`src/design/blpg_pkg.sv`:
```
// ----------------------------------------------------------------------------
// blpg_pkg
// Shared constants and codes for the line pixel generator.
// ----------------------------------------------------------------------------
package blpg_pkg;

    // default coordinate width and fixed color width
    localparam int COORD_BITS_DEF = 12;
    localparam int COLOR_W        = 16;

    // request mode codes
    typedef enum logic {
        MODE_START   = 1'b0,
        MODE_ADVANCE = 1'b1
    } mode_t;

    // result kind codes
    typedef enum logic {
        KIND_PIXEL = 1'b0,
        KIND_FILL  = 1'b1
    } kind_t;

endpackage

```
`src/design/bresenham_line_pixel_generator.sv`:
```
// ----------------------------------------------------------------------------
// bresenham_line_pixel_generator
// A request is held in the input register, then its result in the result register.
// Throughput: one request per cycle unless out_stall holds the result; an advance yields a pixel only mid-line.
// The line state update is a single add/compare step between registers.
// Reset (async, active low) clears the busy flag, swap_axes and both valids.
// ----------------------------------------------------------------------------
module bresenham_line_pixel_generator
    import blpg_pkg::*;
#(
    parameter int COORD_BITS = COORD_BITS_DEF
)
(
    input  logic                         clk,
    input  logic                         rst_n,
    // configuration
    input  logic                         cfg_wr_en,
    input  logic                         cfg_wr_data,
    // request channel
    input  logic                         in_valid,
    output logic                         in_stall,
    input  logic                         mode,
    input  logic signed [COORD_BITS-1:0] x_start,
    input  logic signed [COORD_BITS-1:0] y_start,
    input  logic signed [COORD_BITS-1:0] x_end,
    input  logic signed [COORD_BITS-1:0] y_end,
    input  logic        [COLOR_W-1:0]    pen_color,
    // result channel
    output logic                         out_valid,
    input  logic                         out_stall,
    output logic                         kind,
    output logic signed [COORD_BITS-1:0] out_x,
    output logic signed [COORD_BITS-1:0] out_y,
    output logic        [COORD_BITS:0]   out_width,
    output logic        [COORD_BITS:0]   out_height,
    output logic        [COLOR_W-1:0]    out_color,
    output logic                         last
);

    logic                         req_valid;
    logic                         req_take;
    logic                         req_mode;
    logic signed [COORD_BITS-1:0] req_x1;
    logic signed [COORD_BITS-1:0] req_y1;
    logic signed [COORD_BITS-1:0] req_x2;
    logic signed [COORD_BITS-1:0] req_y2;
    logic        [COLOR_W-1:0]    req_color;

    // input register
    blpg_in_stage #(
        .COORD_BITS (COORD_BITS)
    ) u_in_stage (
        .clk       (clk),
        .rst_n     (rst_n),
        .in_valid  (in_valid),
        .in_stall  (in_stall),
        .mode      (mode),
        .x_start   (x_start),
        .y_start   (y_start),
        .x_end     (x_end),
        .y_end     (y_end),
        .pen_color (pen_color),
        .req_valid (req_valid),
        .req_take  (req_take),
        .req_mode  (req_mode),
        .req_x1    (req_x1),
        .req_y1    (req_y1),
        .req_x2    (req_x2),
        .req_y2    (req_y2),
        .req_color (req_color)
    );

    // line state, step logic and result register
    blpg_step #(
        .COORD_BITS (COORD_BITS)
    ) u_step (
        .clk         (clk),
        .rst_n       (rst_n),
        .cfg_wr_en   (cfg_wr_en),
        .cfg_wr_data (cfg_wr_data),
        .req_valid   (req_valid),
        .req_take    (req_take),
        .req_mode    (req_mode),
        .req_x1      (req_x1),
        .req_y1      (req_y1),
        .req_x2      (req_x2),
        .req_y2      (req_y2),
        .req_color   (req_color),
        .out_valid   (out_valid),
        .out_stall   (out_stall),
        .kind        (kind),
        .out_x       (out_x),
        .out_y       (out_y),
        .out_width   (out_width),
        .out_height  (out_height),
        .out_color   (out_color),
        .last        (last)
    );

endmodule

```
`src/design/blpg_in_stage.sv`:
```
// ----------------------------------------------------------------------------
// blpg_in_stage
// Input register for line requests; refills when empty or when the step stage takes.
// ----------------------------------------------------------------------------
module blpg_in_stage
    import blpg_pkg::*;
#(
    parameter int COORD_BITS = COORD_BITS_DEF
)
(
    input  logic                         clk,
    input  logic                         rst_n,
    // request channel from outside
    input  logic                         in_valid,
    output logic                         in_stall,
    input  logic                         mode,
    input  logic signed [COORD_BITS-1:0] x_start,
    input  logic signed [COORD_BITS-1:0] y_start,
    input  logic signed [COORD_BITS-1:0] x_end,
    input  logic signed [COORD_BITS-1:0] y_end,
    input  logic        [COLOR_W-1:0]    pen_color,
    // registered request toward the step stage
    output logic                         req_valid,
    input  logic                         req_take,
    output logic                         req_mode,
    output logic signed [COORD_BITS-1:0] req_x1,
    output logic signed [COORD_BITS-1:0] req_y1,
    output logic signed [COORD_BITS-1:0] req_x2,
    output logic signed [COORD_BITS-1:0] req_y2,
    output logic        [COLOR_W-1:0]    req_color
);

    logic                         valid_reg;
    logic                         valid_next;
    logic                         load;
    logic                         mode_reg;
    logic signed [COORD_BITS-1:0] x1_reg;
    logic signed [COORD_BITS-1:0] y1_reg;
    logic signed [COORD_BITS-1:0] x2_reg;
    logic signed [COORD_BITS-1:0] y2_reg;
    logic        [COLOR_W-1:0]    color_reg;

    // register is free when empty or being consumed this cycle
    assign load     = !valid_reg || req_take;
    assign in_stall = !load;

    always_comb
    begin
        valid_next = valid_reg;
        if (load)
        begin
            valid_next = in_valid;
        end
    end

    // control
    always_ff @(posedge clk or negedge rst_n)
    begin
        if (!rst_n)
        begin
            valid_reg <= 1'b0;
        end
        else
        begin
            valid_reg <= valid_next;
        end
    end

    // payload
    always_ff @(posedge clk)
    begin
        if (load && in_valid)
        begin
            mode_reg  <= mode;
            x1_reg    <= x_start;
            y1_reg    <= y_start;
            x2_reg    <= x_end;
            y2_reg    <= y_end;
            color_reg <= pen_color;
        end
    end

    assign req_valid = valid_reg;
    assign req_mode  = mode_reg;
    assign req_x1    = x1_reg;
    assign req_y1    = y1_reg;
    assign req_x2    = x2_reg;
    assign req_y2    = y2_reg;
    assign req_color = color_reg;

endmodule

```
`src/design/blpg_step.sv`:
```
// ----------------------------------------------------------------------------
// blpg_step
// Line state, one Bresenham step or line setup per cycle unless out_stall holds the result, result register.
// ----------------------------------------------------------------------------
module blpg_step
    import blpg_pkg::*;
#(
    parameter int COORD_BITS = COORD_BITS_DEF
)
(
    input  logic                         clk,
    input  logic                         rst_n,
    // configuration
    input  logic                         cfg_wr_en,
    input  logic                         cfg_wr_data,
    // registered request
    input  logic                         req_valid,
    output logic                         req_take,
    input  logic                         req_mode,
    input  logic signed [COORD_BITS-1:0] req_x1,
    input  logic signed [COORD_BITS-1:0] req_y1,
    input  logic signed [COORD_BITS-1:0] req_x2,
    input  logic signed [COORD_BITS-1:0] req_y2,
    input  logic        [COLOR_W-1:0]    req_color,
    // result channel
    output logic                         out_valid,
    input  logic                         out_stall,
    output logic                         kind,
    output logic signed [COORD_BITS-1:0] out_x,
    output logic signed [COORD_BITS-1:0] out_y,
    output logic        [COORD_BITS:0]   out_width,
    output logic        [COORD_BITS:0]   out_height,
    output logic        [COLOR_W-1:0]    out_color,
    output logic                         last
);

    localparam int CB    = COORD_BITS;
    localparam int ERR_W = COORD_BITS + 2;
    localparam int E2_W  = COORD_BITS + 3;

    // configuration register
    logic swap_axes_reg;

    // line state
    logic                  busy_reg,   busy_next;
    logic signed [CB-1:0]  cur_x_reg,  cur_x_next;
    logic signed [CB-1:0]  cur_y_reg,  cur_y_next;
    logic signed [CB-1:0]  goal_x_reg, goal_x_next;
    logic signed [CB-1:0]  goal_y_reg, goal_y_next;
    logic        [CB-1:0]  span_x_reg, span_x_next;
    logic        [CB-1:0]  span_y_reg, span_y_next;
    logic                  neg_x_reg,  neg_x_next;
    logic                  neg_y_reg,  neg_y_next;
    logic signed [ERR_W-1:0] err_reg,  err_next;
    logic        [COLOR_W-1:0] color_reg, color_next;

    // result register
    logic                  res_valid_reg, res_valid_next;
    logic                  res_kind_reg;
    logic signed [CB-1:0]  res_x_reg;
    logic signed [CB-1:0]  res_y_reg;
    logic        [CB:0]    res_w_reg;
    logic        [CB:0]    res_h_reg;
    logic        [COLOR_W-1:0] res_color_reg;
    logic                  res_last_reg;

    // combinational result before axis swap
    logic                  r_kind;
    logic signed [CB-1:0]  r_x;
    logic signed [CB-1:0]  r_y;
    logic        [CB:0]    r_w;
    logic        [CB:0]    r_h;
    logic        [COLOR_W-1:0] r_color;
    logic                  r_last;

    // setup arithmetic
    logic                  process;
    logic signed [CB:0]    dx;
    logic signed [CB:0]    dy;
    logic        [CB-1:0]  abs_dx;
    logic        [CB-1:0]  abs_dy;
    logic        [CB:0]    len_x;
    logic        [CB:0]    len_y;

    // step arithmetic
    logic signed [E2_W-1:0] e2;
    logic signed [E2_W-1:0] span_x_e;
    logic signed [E2_W-1:0] neg_span_y_e;
    logic                   step_x;
    logic                   step_y;
    logic signed [CB-1:0]   nx;
    logic signed [CB-1:0]   ny;

    assign req_take = !res_valid_reg || !out_stall;
    assign process  = req_valid && req_take;

    // endpoint differences and lengths
    assign dx     = $signed({req_x2[CB-1], req_x2}) - $signed({req_x1[CB-1], req_x1});
    assign dy     = $signed({req_y2[CB-1], req_y2}) - $signed({req_y1[CB-1], req_y1});
    assign abs_dx = dx[CB] ? CB'(-dx) : dx[CB-1:0];
    assign abs_dy = dy[CB] ? CB'(-dy) : dy[CB-1:0];
    assign len_x  = {1'b0, abs_dx} + (CB+1)'(1);
    assign len_y  = {1'b0, abs_dy} + (CB+1)'(1);

    // Bresenham decision on the current error term
    assign e2           = {err_reg, 1'b0};
    assign span_x_e     = $signed({3'b000, span_x_reg});
    assign neg_span_y_e = -$signed({3'b000, span_y_reg});
    assign step_x       = e2 > neg_span_y_e;
    assign step_y       = e2 < span_x_e;
    assign nx = step_x ? (neg_x_reg ? cur_x_reg - CB'(1) : cur_x_reg + CB'(1)) : cur_x_reg;
    assign ny = step_y ? (neg_y_reg ? cur_y_reg - CB'(1) : cur_y_reg + CB'(1)) : cur_y_reg;

    // next state and result
    always_comb
    begin
        busy_next      = busy_reg;
        cur_x_next     = cur_x_reg;
        cur_y_next     = cur_y_reg;
        goal_x_next    = goal_x_reg;
        goal_y_next    = goal_y_reg;
        span_x_next    = span_x_reg;
        span_y_next    = span_y_reg;
        neg_x_next     = neg_x_reg;
        neg_y_next     = neg_y_reg;
        err_next       = err_reg;
        color_next     = color_reg;
        res_valid_next = res_valid_reg && out_stall;
        r_kind         = KIND_PIXEL;
        r_x            = cur_x_reg;
        r_y            = cur_y_reg;
        r_w            = (CB+1)'(1);
        r_h            = (CB+1)'(1);
        r_color        = color_reg;
        r_last         = 1'b0;

        if (process)
        begin
            if (req_mode == MODE_START)
            begin
                color_next     = req_color;
                r_color        = req_color;
                res_valid_next = 1'b1;
                if (req_x1 == req_x2)
                begin
                    // vertical line or single point: one column fill
                    busy_next = 1'b0;
                    r_kind    = KIND_FILL;
                    r_x       = req_x1;
                    r_y       = dy[CB] ? req_y2 : req_y1;
                    r_h       = len_y;
                    r_last    = 1'b1;
                end
                else if (req_y1 == req_y2)
                begin
                    // horizontal line: one row fill
                    busy_next = 1'b0;
                    r_kind    = KIND_FILL;
                    r_x       = dx[CB] ? req_x2 : req_x1;
                    r_y       = req_y1;
                    r_w       = len_x;
                    r_last    = 1'b1;
                end
                else
                begin
                    // sloped line: load walk state, emit end pixel
                    busy_next   = 1'b1;
                    cur_x_next  = req_x1;
                    cur_y_next  = req_y1;
                    goal_x_next = req_x2;
                    goal_y_next = req_y2;
                    span_x_next = abs_dx;
                    span_y_next = abs_dy;
                    neg_x_next  = !(req_x1 < req_x2);
                    neg_y_next  = !(req_y1 < req_y2);
                    err_next    = $signed({2'b00, abs_dx}) - $signed({2'b00, abs_dy});
                    r_x         = req_x2;
                    r_y         = req_y2;
                end
            end
            else if (busy_reg)
            begin
                // one walk step; emit the pixel before the move
                cur_x_next     = nx;
                cur_y_next     = ny;
                err_next       = err_reg
                                 - (step_x ? $signed({2'b00, span_y_reg}) : ERR_W'(0))
                                 + (step_y ? $signed({2'b00, span_x_reg}) : ERR_W'(0));
                res_valid_next = 1'b1;
                if ((nx == goal_x_reg) && (ny == goal_y_reg))
                begin
                    busy_next = 1'b0;
                    r_last    = 1'b1;
                end
            end
        end
    end

    // control registers
    always_ff @(posedge clk or negedge rst_n)
    begin
        if (!rst_n)
        begin
            swap_axes_reg <= 1'b0;
            busy_reg      <= 1'b0;
            res_valid_reg <= 1'b0;
        end
        else
        begin
            if (cfg_wr_en)
            begin
                swap_axes_reg <= cfg_wr_data;
            end
            busy_reg      <= busy_next;
            res_valid_reg <= res_valid_next;
        end
    end

    // walk state
    always_ff @(posedge clk)
    begin
        cur_x_reg  <= cur_x_next;
        cur_y_reg  <= cur_y_next;
        goal_x_reg <= goal_x_next;
        goal_y_reg <= goal_y_next;
        span_x_reg <= span_x_next;
        span_y_reg <= span_y_next;
        neg_x_reg  <= neg_x_next;
        neg_y_reg  <= neg_y_next;
        err_reg    <= err_next;
        color_reg  <= color_next;
    end

    // result payload, axis swap applied on load
    always_ff @(posedge clk)
    begin
        if (req_take)
        begin
            res_kind_reg  <= r_kind;
            res_x_reg     <= swap_axes_reg ? r_y : r_x;
            res_y_reg     <= swap_axes_reg ? r_x : r_y;
            res_w_reg     <= swap_axes_reg ? r_h : r_w;
            res_h_reg     <= swap_axes_reg ? r_w : r_h;
            res_color_reg <= r_color;
            res_last_reg  <= r_last;
        end
    end

    assign out_valid  = res_valid_reg;
    assign kind       = res_kind_reg;
    assign out_x      = res_x_reg;
    assign out_y      = res_y_reg;
    assign out_width  = res_w_reg;
    assign out_height = res_h_reg;
    assign out_color  = res_color_reg;
    assign last       = res_last_reg;

endmodule
```
`config.mk`:
```
export PLATFORM = sky130hd
export DESIGN_NAME = bresenham_line_pixel_generator
export DESIGN_NICKNAME = d
export VERILOG_FILES = /design/src/design/blpg_pkg.sv /design/src/design/bresenham_line_pixel_generator.sv /design/src/design/blpg_in_stage.sv /design/src/design/blpg_step.sv
export SDC_FILE = /design/constraint.sdc
export NUM_CORES = 1
export LEC_CHECK = 0
export BUFFER_PORTS_ARGS = -buffer_cell sky130_fd_sc_hd__buf_2
export CORE_MARGIN = 3
export CORE_UTILIZATION = 40
export CTS_BUF_LIST = sky130_fd_sc_hd__clkbuf_16
export DETAILED_ROUTE_END_ITERATION = 16
export GPL_TIMING_DRIVEN = 0
export PLACE_DENSITY = 0.57
export SLEW_MARGIN = 40
export SYNTH_ARGS = -nofsm -noshare
export SYNTH_HDL_FRONTEND = slang
export SYNTH_SLANG_ARGS = --single-unit
```
`constraint.sdc`:
```
create_clock -name clk -period 9.1 [get_ports clk]
set_input_delay 2.73 -clock clk [delete_from_list [all_inputs] [get_ports clk]]
set_output_delay 2.73 -clock clk [all_outputs]
set_load 0.005 [all_outputs]
```
Yosys cells after proc, flatten, opt, wreduce, memory -nomap -nowiden --
Index checks and enable logic that the tools add are counted.
Cells by class: add/subtract/negate cells 14, order comparisons 4, equality and inequality tests 7, multiplexer cells 56, bitwise gates (word level) 4, reduce and logical (&&, ||, !) cells 15
Operators with widths (count):
- 12-bit 2-to-1 mux | 28
- 13-bit 2-to-1 mux | 9
- 14-bit 2-to-1 mux | 4
- 12-bit equality test | 4
- 12-bit by 12-bit subtractor with 13-bit output | 3
- 16-bit 2-to-1 mux | 2
- 12-bit by 1-bit adder with 13-bit output (second input constant) | 2
- 12-bit by 2-bit adder with 12-bit output (second input constant) | 2
- 12-bit less-than comparator | 2
- 12-bit negation | 2
- 12-bit by 2-bit subtractor with 12-bit output (second input constant) | 2
- 15-bit > comparator | 1
- 15-bit by 13-bit less-than comparator with 1-bit output | 1
- 12-bit negation with 15-bit output | 1
- 14-bit adder | 1
- 14-bit subtractor | 1
- 1-bit 2-to-1 mux | 13
- 4-bit AND reduction | 2
- 1-bit zero test | 6
- 1-bit logical AND | 4
- 2-bit != test (second input constant) | 2
- 1-bit NOT | 4
- 1-bit logical OR | 2
- 2-bit by 1-bit != test with 1-bit output (second input constant) | 1
- 2-bit OR reduction | 1
Word-level totals: flip-flop bits (word level) 241, input port bits 71, output and inout port bits 70, word-level logic and storage cells 127

Longest topological paths before layout --
Gate-level depths: netlist of run 1.
depth after elaboration 9, gate-level depth with buffers 31, gate-level depth less buffers 29

Hierarchy --
Synthesis of run 1 repeated with hierarchy kept, for this count alone.
Second synthesis, totals: cells, all modules 1585, area total of the unflattened synthesis 15831.4 µm²
Modules (own cells, without submodules):
- blpg_step | instances 1, cells each 1515, area an instance 13822.0 µm², seq. area each 5079.9 µm²
- blpg_in_stage | instances 1, cells each 70, area an instance 2009.4 µm², seq. area each 1976.9 µm²

Worst setup path after synthesis of run 1 --
Ideal clock, no wire load.
path kind input -> register, start point input port out_stall, end point register u_step.goal_x_reg[0] (enable), library setup time 0.522 ns, arrival time 8.438 ns, data required time 8.578 ns, slack 0.139 ns, stages on the path 4, buffers on the path 1, path through nand2_1 > nand3_1 > clkbuf_1 > nor3_1
Between the ends: longest elaborated chain between the ends 4
RTL lines:
- from (decl) | line bresenham_line_pixel_generator.sv:30 | input logic out_stall,
- 1-bit zero test | line blpg_step.sv:94 | assign req_take = !res_valid_reg || !out_stall;
- 1-bit logical OR | line blpg_step.sv:94
- 1-bit logical AND | line blpg_step.sv:95 | assign process = req_valid && req_take;
- 4-bit AND reduction (no source line)
- to (signal assigned) | line blpg_step.sv:224 | goal_x_reg <= goal_x_next;
- to (decl) | line blpg_step.sv:48 | logic signed [CB-1:0] goal_x_reg, goal_x_next;
Every way passes these cells. A chain may end at the register's enable or synchronous reset.

Final worst setup path of run 1 --
start point register u_step.span_y_reg[2], end point register u_step.err_reg[13] (data pin)
Between the ends: longest elaborated chain between the ends 7
RTL lines:
- from (decl) | line blpg_step.sv:51 | logic [CB-1:0] span_y_reg, span_y_next;
- from (signal assigned) | line blpg_step.sv:227 | span_y_reg <= span_y_next;
- 12-bit negation with 15-bit output | line blpg_step.sv:108 | assign neg_span_y_e = -$signed({3'b000, span_y_reg});
- 15-bit > comparator | line blpg_step.sv:109 | assign step_x = e2 > neg_span_y_e;
- 12-bit 2-to-1 mux (*) | line blpg_step.sv:187 | - (step_x ? $signed({2'b00, span_y_reg}) : ERR_W'(0))
- 14-bit subtractor (*) | line blpg_step.sv:187
- 14-bit adder (*) | line blpg_step.sv:188 | + (step_y ? $signed({2'b00, span_x_reg}) : ERR_W'(0));
- 14-bit 2-to-1 mux (*) | line blpg_step.sv:181 | else if (busy_reg)
- 14-bit 2-to-1 mux (*) | line blpg_step.sv:139 | if (req_mode == MODE_START)
- to (signal assigned) | line blpg_step.sv:230 | err_reg <= err_next;
- to (decl) | line blpg_step.sv:54 | logic signed [ERR_W-1:0] err_reg, err_next;
Mark *: on every way between the ends. The rest lies on a longest branch, timed or not. The select of a mux whose other input is x is not followed.

==> flow_results.xml, run 1 <==
<?xml version="1.0" encoding="UTF-8"?>
<metrics>
  <group name="setup_path">
    <metric name="timing.reg2reg.worst_path_depth" unit="">28</metric>
    <metric name="critical_path.n_buffers_inverters" unit="">3</metric>
    <metric name="path_class" unit="">reg2reg</metric>
    <metric name="arrival" unit="ns">8.58</metric>
    <metric name="critical_path.slowest_cell" unit="">sky130_fd_sc_hd__clkbuf_1</metric>
    <metric name="worst-endpoint-required" unit="ns">9.42</metric>
    <metric name="kind_of_start_point_of_the_critical_path" unit="">flop</metric>
    <metric name="cp_delay_by_family_top" unit="">compound AO/OA/AOI/OAI gates</metric>
    <metric name="critPathCaptureType" unit="">flop</metric>
    <metric name="critical_path_peak_fanout" unit="">10</metric>
    <metric name="ff2ff_setup_slack" unit="ns">0.84</metric>
    <metric name="critical-path-top-cell-by-count" unit="">sky130_fd_sc_hd__a21o_1</metric>
    <metric name="endpoint_of_the_lowest_slack_register_to_register_path" unit="">u_step.err_reg[13]</metric>
    <metric name="worstReg2RegStart" unit="">u_step.span_y_reg[2]</metric>
    <metric name="timing.critical_path.slowest_cell_delay" unit="ns">0.75</metric>
  </group>
  <group name="timing">
    <metric name="slew_headroom" unit="%">39.0</metric>
    <metric name="final-hold-violation-count" unit="">0</metric>
    <metric name="max_clock_freq" unit="MHz">121</metric>
    <metric name="time_the_final_worst_path_needs_with_i_o_delays_and_setup" unit="ns">8.26</metric>
    <metric name="grt_setup_unrepaired" unit="">false</metric>
    <metric name="setup-violations-final" unit="">0</metric>
    <metric name="fin_skew" unit="ns">0.0231</metric>
    <metric name="finalMaxSlewViolations" unit="">0</metric>
    <metric name="worst_slack" unit="ns">0.841</metric>
    <metric name="post-route-period-util" unit="%">90.8</metric>
    <metric name="worst-slew-pin-transition" unit="ns">0.915</metric>
    <metric name="setup_tns" unit="ns">0</metric>
  </group>
  <group name="grt">
    <metric name="first_global_vias" unit="">11700</metric>
    <metric name="largest_net_degree_at_the_start_of_global_routing" unit="">41</metric>
    <metric name="global_route.usage.total" unit="%">21.1</metric>
    <metric name="grt_first_pass_wirelength" unit="mm">66.6</metric>
    <metric name="gr-total-overflow" unit="">0</metric>
    <metric name="antenna_violations_before_repair" unit="">1</metric>
  </group>
  <group name="route">
    <metric name="wirelength" unit="mm">43.8</metric>
    <metric name="wirelength_met1" unit="mm">19.6</metric>
    <metric name="route.met2.wl" unit="mm">20.4</metric>
    <metric name="drtIter0Drc" unit="">938</metric>
    <metric name="dr.pass1.iters" unit="">7</metric>
    <metric name="vias_per_cell" unit="">5.39</metric>
    <metric name="detail_route.drc_violations" unit="">0</metric>
    <metric name="wl_per_cell" unit="um">19.9</metric>
    <metric name="routed-wl-met3" unit="mm">2.49</metric>
    <metric name="top_signal_layer_used" unit="">met5</metric>
    <metric name="vias_after_detailed_routing" unit="">11900</metric>
    <metric name="detail-route-antenna-nets" unit="">0</metric>
  </group>
  <group name="logic_synthesis">
    <metric name="post-synth-top-area-cell" unit="">sky130_fd_sc_hd__edfxtp_1</metric>
    <metric name="synth_cells" unit="">1488</metric>
    <metric name="asyncSetResetFlopFracSynth" unit="%">1.66</metric>
    <metric name="ys_seq_elements" unit="">241</metric>
    <metric name="post_synth_instance_area" unit="mm2">0.0153</metric>
    <metric name="synth_fp_nets" unit="">1679</metric>
    <metric name="count_of_yosys_warnings_during_synthesis" unit="">0</metric>
    <metric name="ys_dominant_reg_cell" unit="">sky130_fd_sc_hd__edfxtp_1</metric>
    <metric name="yosysTopAreaCellShare" unit="%">43.3</metric>
    <metric name="synthTopCellsByArea" unit="">sky130_fd_sc_hd__edfxtp_1 (43%), sky130_fd_sc_hd__ha_1 (8.4%), sky130_fd_sc_hd__xnor2_1 (5.1%), sky130_fd_sc_hd__mux2i_1 (4.2%), sky130_fd_sc_hd__a21oi_1 (3.5%)</metric>
    <metric name="yosys.cell_types.count" unit="">74</metric>
    <metric name="sequential_share_of_the_synthesized_area" unit="%">46.1</metric>
    <metric name="post_synth.cell_area_avg" unit="um2">10.3</metric>
    <metric name="synth-edff-count" unit="">221</metric>
  </group>
  <group name="final_layout">
    <metric name="post-route-util" unit="%">47.1</metric>
    <metric name="final_design_area_no_fill" unit="mm2">0.0178</metric>
    <metric name="final_layout_size_suffix_gt1_share" unit="%">14.7</metric>
    <metric name="design.final.nets" unit="">1862</metric>
    <metric name="area_grow_syn2layout" unit="%">15.9</metric>
    <metric name="diodes" unit="">0</metric>
    <metric name="fillcell_total" unit="">3577</metric>
  </group>
  <group name="die">
    <metric name="io_pins" unit="">141</metric>
    <metric name="start_util" unit="%">40.7</metric>
    <metric name="fp.dieArea" unit="mm2">0.0407</metric>
    <metric name="die_h" unit="um">202</metric>
    <metric name="row_count" unit="">71</metric>
    <metric name="core" unit="mm2">0.0377</metric>
    <metric name="die_w" unit="um">202</metric>
  </group>
  <group name="place">
    <metric name="dp_slack" unit="ns">0.869</metric>
    <metric name="dpl-instance-area" unit="mm2">0.0168</metric>
    <metric name="gpl.final_weighted_congestion" unit="">0.924</metric>
    <metric name="dp_hpwl" unit="mm">34.2</metric>
    <metric name="port_buffers" unit="">140</metric>
  </group>
  <group name="min_path">
    <metric name="hold_path_end" unit="">u_step.color_reg[12]</metric>
    <metric name="holdPathStages" unit="">2</metric>
    <metric name="hold_path.startpoint" unit="">u_step.color_reg[12]</metric>
    <metric name="hold_class" unit="">reg2reg</metric>
  </group>
  <group name="clock_network">
    <metric name="hold_buffers" unit="">0</metric>
    <metric name="cts_root_buffer" unit="">sky130_fd_sc_hd__clkbuf_16</metric>
    <metric name="count_of_buffers_added_by_post_cts_timing_repair_for_setup" unit="">0</metric>
    <metric name="numCtsBuffers" unit="">28</metric>
    <metric name="cts_resized" unit="">0</metric>
    <metric name="ctsHtreeMaxLevel" unit="">1</metric>
    <metric name="cts_tree" unit="">done</metric>
    <metric name="path_clk_slew" unit="ns">0.06</metric>
    <metric name="clock_tree.buffer_depth" unit="">3</metric>
    <metric name="cts.sinks" unit="">241</metric>
    <metric name="clock_insertion_delay_worst_skew" unit="ns">0.57</metric>
  </group>
  <group name="job">
    <metric name="timing.max_cap.violations" unit="">0</metric>
  </group>
  <group name="power_and_ir_drop">
    <metric name="power_density" unit="mW/mm2">285</metric>
    <metric name="power.leakage" unit="nW">7.38</metric>
    <metric name="worst_ir_drop_vdd" unit="uV">131</metric>
  </group>
  <group name="run_status">
    <metric name="outcome" unit="">complete, no violations</metric>
  </group>
</metrics>
==> metrics by stage <==
| stage | std cells | total power [mW] | hold slack, ns |
|---|---|---|---|
| floorplan | 1488 | 3.30 | 0.414 |
| global route | 2204 | 5.44 | 0.461 |
| global placement | 2139 | 3.91 | 0.425 |
| finish | 2204 | 5.05 | 0.443 |
| CTS | 2204 | 5.08 | 0.448 |
| detailed placement | 2152 | 3.95 | 0.432 |
==> worst reg2reg max path: cells and delay by family (launching register included) <==
| kind | cells | cell delay (ns) |
|---|---|---|
| buf+inv | 3 | 1.50 |
| flops | 1 | 0.45 |
| compound gates | 15 | 3.97 |
| fa+ha+maj | 3 | 0.90 |
| simple gates | 6 | 1.13 |
| xor+xnor | 1 | 0.09 |
==> where the power goes <==
part	leakage, nW	switching (mW)	internal (mW)
Combinational	4.59	1.40	0.969
Sequential	2.34	0.130	1.47
Clock	0.451	0.458	0.633
Total	7.38	1.98	3.07
==> cells in the final DEF (no fill, tap or decap), types with 7 or more instances in the layout <==
cell type / n
sky130_fd_sc_hd__a21o_1: 21
sky130_fd_sc_hd__nand4_1: 15
sky130_fd_sc_hd__nor2b_1: 11
sky130_fd_sc_hd__inv_1: 122
sky130_fd_sc_hd__nor2_1: 125
sky130_fd_sc_hd__a211oi_1: 14
sky130_fd_sc_hd__o211ai_1: 8
sky130_fd_sc_hd__a31oi_1: 13
sky130_fd_sc_hd__nand2_1: 125
sky130_fd_sc_hd__clkbuf_16: 29
sky130_fd_sc_hd__or3_1: 8
sky130_fd_sc_hd__xor2_1: 47
sky130_fd_sc_hd__edfxtp_1: 221
sky130_fd_sc_hd__buf_4: 8
sky130_fd_sc_hd__nor3_1: 21
sky130_fd_sc_hd__dfxtp_1: 16
sky130_fd_sc_hd__fa_1: 17
sky130_fd_sc_hd__nor4_1: 7
sky130_fd_sc_hd__or2_2: 7
sky130_fd_sc_hd__buf_2: 152
sky130_fd_sc_hd__nand3_1: 50
sky130_fd_sc_hd__o21a_1: 9
sky130_fd_sc_hd__clkbuf_1: 28
sky130_fd_sc_hd__o41ai_1: 7
sky130_fd_sc_hd__o31ai_1: 9
sky130_fd_sc_hd__ha_1: 103
sky130_fd_sc_hd__xnor2_1: 89
sky130_fd_sc_hd__clkinv_2: 7
sky130_fd_sc_hd__nand2b_1: 13
sky130_fd_sc_hd__o21ai_0: 67
sky130_fd_sc_hd__mux2i_1: 64
sky130_fd_sc_hd__o21ai_1: 7
sky130_fd_sc_hd__and2_1: 19
sky130_fd_sc_hd__and3_1: 9
sky130_fd_sc_hd__a21oi_1: 106
==> how the worst max path moves through the flow <==
stage	endpoint	cells after the start	slack [ns]	startpoint
after floorplan	u_step.goal_x_reg[0]	4	0.14	out_stall
after global placement	u_step.goal_x_reg[1]	5	-3.50	out_stall
after detailed placement	u_step.err_reg[13]	28	0.87	u_step.span_y_reg[2]
after CTS	u_step.err_reg[13]	28	0.84	u_step.span_y_reg[2]
after global routing	u_step.err_reg[13]	28	0.31	u_step.span_y_reg[2]
final	u_step.err_reg[13]	28	0.84	u_step.span_y_reg[2]
==> final cells by class <==
class | instances | area [um2] | share of cell area [%]
multi-input cells | 1080 | 7660 | 43.1
flip-flops and latches | 241 | 7060 | 39.8
repair buffers | 153 | 850 | 4.79
clock buffers | 29 | 726 | 4.09
well taps | 511 | 639 | 3.60
inverters | 121 | 454 | 2.56
plain buffers | 46 | 198 | 1.11
clock inverters | 23 | 169 | 0.952
==> synth_stat cells (21+ instances only) <==
library cell	instances
sky130_fd_sc_hd__edfxtp_1	221
sky130_fd_sc_hd__nand2_1	126
sky130_fd_sc_hd__nor2_1	125
sky130_fd_sc_hd__inv_1	118
sky130_fd_sc_hd__a21oi_1	108
sky130_fd_sc_hd__ha_1	103
sky130_fd_sc_hd__xnor2_1	89
sky130_fd_sc_hd__o21ai_0	67
sky130_fd_sc_hd__mux2i_1	64
sky130_fd_sc_hd__nand3_1	50
sky130_fd_sc_hd__xor2_1	47
sky130_fd_sc_hd__clkbuf_1	31
sky130_fd_sc_hd__nor3_1	23
sky130_fd_sc_hd__a21o_1	21
==> layer usage <==
metal / vias up / track usage (%)
met5: - / 0
met2: 355 / 34.9
met1: 5694 / 28.7
met3: 77 / 3.25
li1: 5743 / -
met4: 2 / 6.63
==> kinds of logic after synthesis <==
group / after synthesis / share of synthesized area (%)
AOI/OAI and AO/OA: 321 / 13.2
xor gates and xnor gates: 138 / 7.99
adders and majority gates: 120 / 10.6
buffers and inverters: 167 / 4.21
DFF: 241 / 46.1
muxes: 70 / 4.62
and+or+nand+nor: 431 / 13.3
No activity file was read; power rests on OpenSTA's default activity.
==> inputs of run 2 (changes only) <==
- CELL_PAD_IN_SITES_DETAIL_PLACEMENT: default -> 1
- CELL_PAD_IN_SITES_GLOBAL_PLACEMENT: default -> 1
- PLACE_DENSITY: 0.57 -> 0.7
==> run 2 against run 1 <==
  * Final cell count about the same
  * Worst hold slack better by 0.0087 ns
  * Sequential share of layout area down 0.073 points
  * Critical path depth unchanged
  * Register-to-register slack better by 0.34 ns
  * Critical path type unchanged
  * Largest cell class unchanged
==> flow_results.xml, run 2 (synthesis results as in run 1) <==
<?xml version="1.0" encoding="UTF-8"?>
<metrics>
  <group name="grt">
    <metric name="largest_net_degree_at_the_start_of_global_routing" unit="">43</metric>
    <metric name="grt_first_pass_wirelength" unit="mm">74.2</metric>
    <metric name="global_route.usage.total" unit="%">23.4</metric>
    <metric name="first_global_vias" unit="">12800</metric>
    <metric name="antenna_violations_before_repair" unit="">0</metric>
    <metric name="gr-total-overflow" unit="">0</metric>
  </group>
  <group name="power_and_ir_drop">
    <metric name="power.switching" unit="mW">2.05</metric>
    <metric name="power.share.switching" unit="%">39.7</metric>
    <metric name="report.power.total" unit="mW">5.18</metric>
    <metric name="clkPwrFrac" unit="%">21.9</metric>
    <metric name="power.leakage" unit="nW">7.39</metric>
    <metric name="power.share.combinational" unit="%">47.0</metric>
    <metric name="intPower" unit="mW">3.12</metric>
    <metric name="power_density" unit="mW/mm2">291</metric>
    <metric name="sequentialPowerShare" unit="%">31.1</metric>
    <metric name="worst_ir_drop_vdd" unit="uV">168</metric>
  </group>
  <group name="clock_network">
    <metric name="numCtsBuffers" unit="">27</metric>
    <metric name="cts_tree" unit="">done</metric>
    <metric name="cts_resized" unit="">0</metric>
    <metric name="count_of_buffers_added_by_post_cts_timing_repair_for_setup" unit="">0</metric>
    <metric name="cts.sinks" unit="">241</metric>
    <metric name="clock_tree.buffer_depth" unit="">3</metric>
    <metric name="ctsHtreeMaxLevel" unit="">1</metric>
    <metric name="path_clk_slew" unit="ns">0.06</metric>
    <metric name="clock_insertion_delay_worst_skew" unit="ns">0.55</metric>
    <metric name="hold_buffers" unit="">0</metric>
    <metric name="cts_root_buffer" unit="">sky130_fd_sc_hd__clkbuf_16</metric>
  </group>
  <group name="die">
    <metric name="die_h" unit="um">202</metric>
    <metric name="fp.dieArea" unit="mm2">0.0407</metric>
    <metric name="start_util" unit="%">40.7</metric>
    <metric name="io_pins" unit="">141</metric>
    <metric name="die_w" unit="um">202</metric>
    <metric name="core" unit="mm2">0.0377</metric>
    <metric name="row_count" unit="">71</metric>
  </group>
  <group name="final_layout">
    <metric name="area_grow_syn2layout" unit="%">16.1</metric>
    <metric name="diodes" unit="">0</metric>
    <metric name="most-common-layout-cells" unit="">sky130_fd_sc_hd__edfxtp_1 (221), sky130_fd_sc_hd__buf_2 (152), sky130_fd_sc_hd__nand2_1 (125)</metric>
    <metric name="layout_commonest_cell" unit="">sky130_fd_sc_hd__edfxtp_1</metric>
    <metric name="final_layout_size_suffix_gt1_share" unit="%">14.8</metric>
    <metric name="design.final.nets" unit="">1862</metric>
    <metric name="stdcell_count" unit="">2202</metric>
  </group>
  <group name="min_path">
    <metric name="hold_path.startpoint" unit="">u_step.color_reg[3]</metric>
    <metric name="holdPathStages" unit="">2</metric>
    <metric name="hold_path_end" unit="">u_step.color_reg[3]</metric>
    <metric name="hold_class" unit="">reg2reg</metric>
  </group>
  <group name="route">
    <metric name="vias_per_cell" unit="">5.53</metric>
    <metric name="wirelength" unit="mm">48.7</metric>
    <metric name="wl_per_cell" unit="um">22.1</metric>
    <metric name="detail_route.drc_violations" unit="">0</metric>
    <metric name="detail-route-antenna-nets" unit="">0</metric>
    <metric name="drtIter0Drc" unit="">777</metric>
    <metric name="vias_after_detailed_routing" unit="">12200</metric>
    <metric name="dr.pass1.iters" unit="">5</metric>
  </group>
  <group name="timing">
    <metric name="worst-slew-pin-transition" unit="ns">0.891</metric>
    <metric name="final-hold-violation-count" unit="">0</metric>
    <metric name="setup-violations-final" unit="">0</metric>
    <metric name="slew_headroom" unit="%">40.6</metric>
    <metric name="time_the_final_worst_path_needs_with_i_o_delays_and_setup" unit="ns">7.92</metric>
    <metric name="post-route-period-util" unit="%">87.1</metric>
    <metric name="grt_setup_unrepaired" unit="">false</metric>
    <metric name="fin_skew" unit="ns">0.0128</metric>
    <metric name="max_clock_freq" unit="MHz">126</metric>
    <metric name="finalMaxSlewViolations" unit="">0</metric>
  </group>
  <group name="place">
    <metric name="gpl.final_weighted_congestion" unit="">0.933</metric>
    <metric name="port_buffers" unit="">140</metric>
    <metric name="dp_hpwl" unit="mm">38.3</metric>
    <metric name="post-place-cells" unit="">2153</metric>
  </group>
  <group name="setup_path">
    <metric name="timing.reg2reg.worst_path_depth" unit="">28</metric>
    <metric name="timing.critical_path.slowest_cell_delay" unit="ns">0.69</metric>
    <metric name="kind_of_start_point_of_the_critical_path" unit="">flop</metric>
    <metric name="ff2ff_setup_slack" unit="ns">1.18</metric>
    <metric name="endpoint_of_the_lowest_slack_register_to_register_path" unit="">u_step.err_reg[13]</metric>
    <metric name="critical_path.slowest_cell" unit="">sky130_fd_sc_hd__a2111oi_0</metric>
    <metric name="arrival" unit="ns">8.23</metric>
    <metric name="worstReg2RegStart" unit="">u_step.span_y_reg[2]</metric>
    <metric name="critPathCaptureType" unit="">flop</metric>
    <metric name="critical_path_peak_fanout" unit="">10</metric>
    <metric name="worst-endpoint-required" unit="ns">9.41</metric>
    <metric name="path_class" unit="">reg2reg</metric>
  </group>
  <group name="run_status">
    <metric name="outcome" unit="">complete, no violations</metric>
  </group>
  <group name="job">
    <metric name="timing.max_cap.violations" unit="">0</metric>
  </group>
</metrics>
==> run 2: cell count changes in the layout (fill, tap and decap cells not counted), sizes merged <==
cell	previous run	this run
buf	167	169
clkbuf	61	58
bufinv	2	5
inv	125	123
clkinvlp	3	1
==> run 2: metal layers <==
layer	GRT usage [%]	vias up	part of all wire (%)
met3	2.44	77	4.0
met5	0	-	0
met4	7.48	0	3.1
li1	-	5733	-
met1	31.1	6100	44
met2	40.5	262	49
==> run 2: critical path, delay by kind of cell (launching register included) <==
family,cells,cell delay [ns]
flip-flops,1,0.48
XOR/XNOR,1,0.09
AND/OR/NAND/NOR,8,1.38
buffers and inverters,3,1.05
adder cells (fa/ha/maj),3,1.00
AO/OA/AOI/OAI,13,3.69
==> run 2: power by group through the flow <==
stage	sequential (mW)	combinational, mW	clock, mW
3_5_place_dp	1.63	2.41	0
6_report	1.61	2.43	1.13
3_3_place_gp	1.64	2.30	0
5_1_grt	1.63	2.72	1.20
2_1_floorplan	1.58	1.72	0
4_1_cts	1.61	2.43	1.16
==> run 2: how the worst max path moves through the flow <==
stage	startpoint	to	depth (start not counted)
2_1_floorplan	out_stall	u_step.goal_x_reg[0]	4
3_3_place_gp	out_stall	u_step.span_x_reg[8]	5
3_5_place_dp	u_step.span_y_reg[2]	u_step.err_reg[13]	28
4_1_cts	u_step.span_y_reg[2]	u_step.err_reg[13]	28
5_1_grt	u_step.span_y_reg[2]	u_step.err_reg[13]	28
6_report	u_step.span_y_reg[2]	u_step.err_reg[13]	28
==> run 2: stage by stage <==
stage	worst slack, ns	TNS (ns)	hold WS (ns)	cell area [um2]	util, %
floorplan	0.139	0	0.414	15300	-
global placement	-3.62	-229.01	0.425	16700	44.2
detailed placement	0.944	0	0.438	16900	44.8
CTS	0.920	0	0.452	17800	47.2
global route	0.569	0	0.480	17800	47.2
finish	1.18	0	0.451	17800	47.2
==> run 2: final cells by class <==
cell class | instances | area (um2)
Buffer | 46 | 198
Clock buffer | 27 | 676
Clock inverter | 22 | 224
Fill cell | 4270 | 19900
Inverter | 121 | 454
Multi-Input combinational cell | 1080 | 7690
Sequential cell | 241 | 7060
Tap cell | 511 | 639
Timing Repair Buffer | 154 | 845
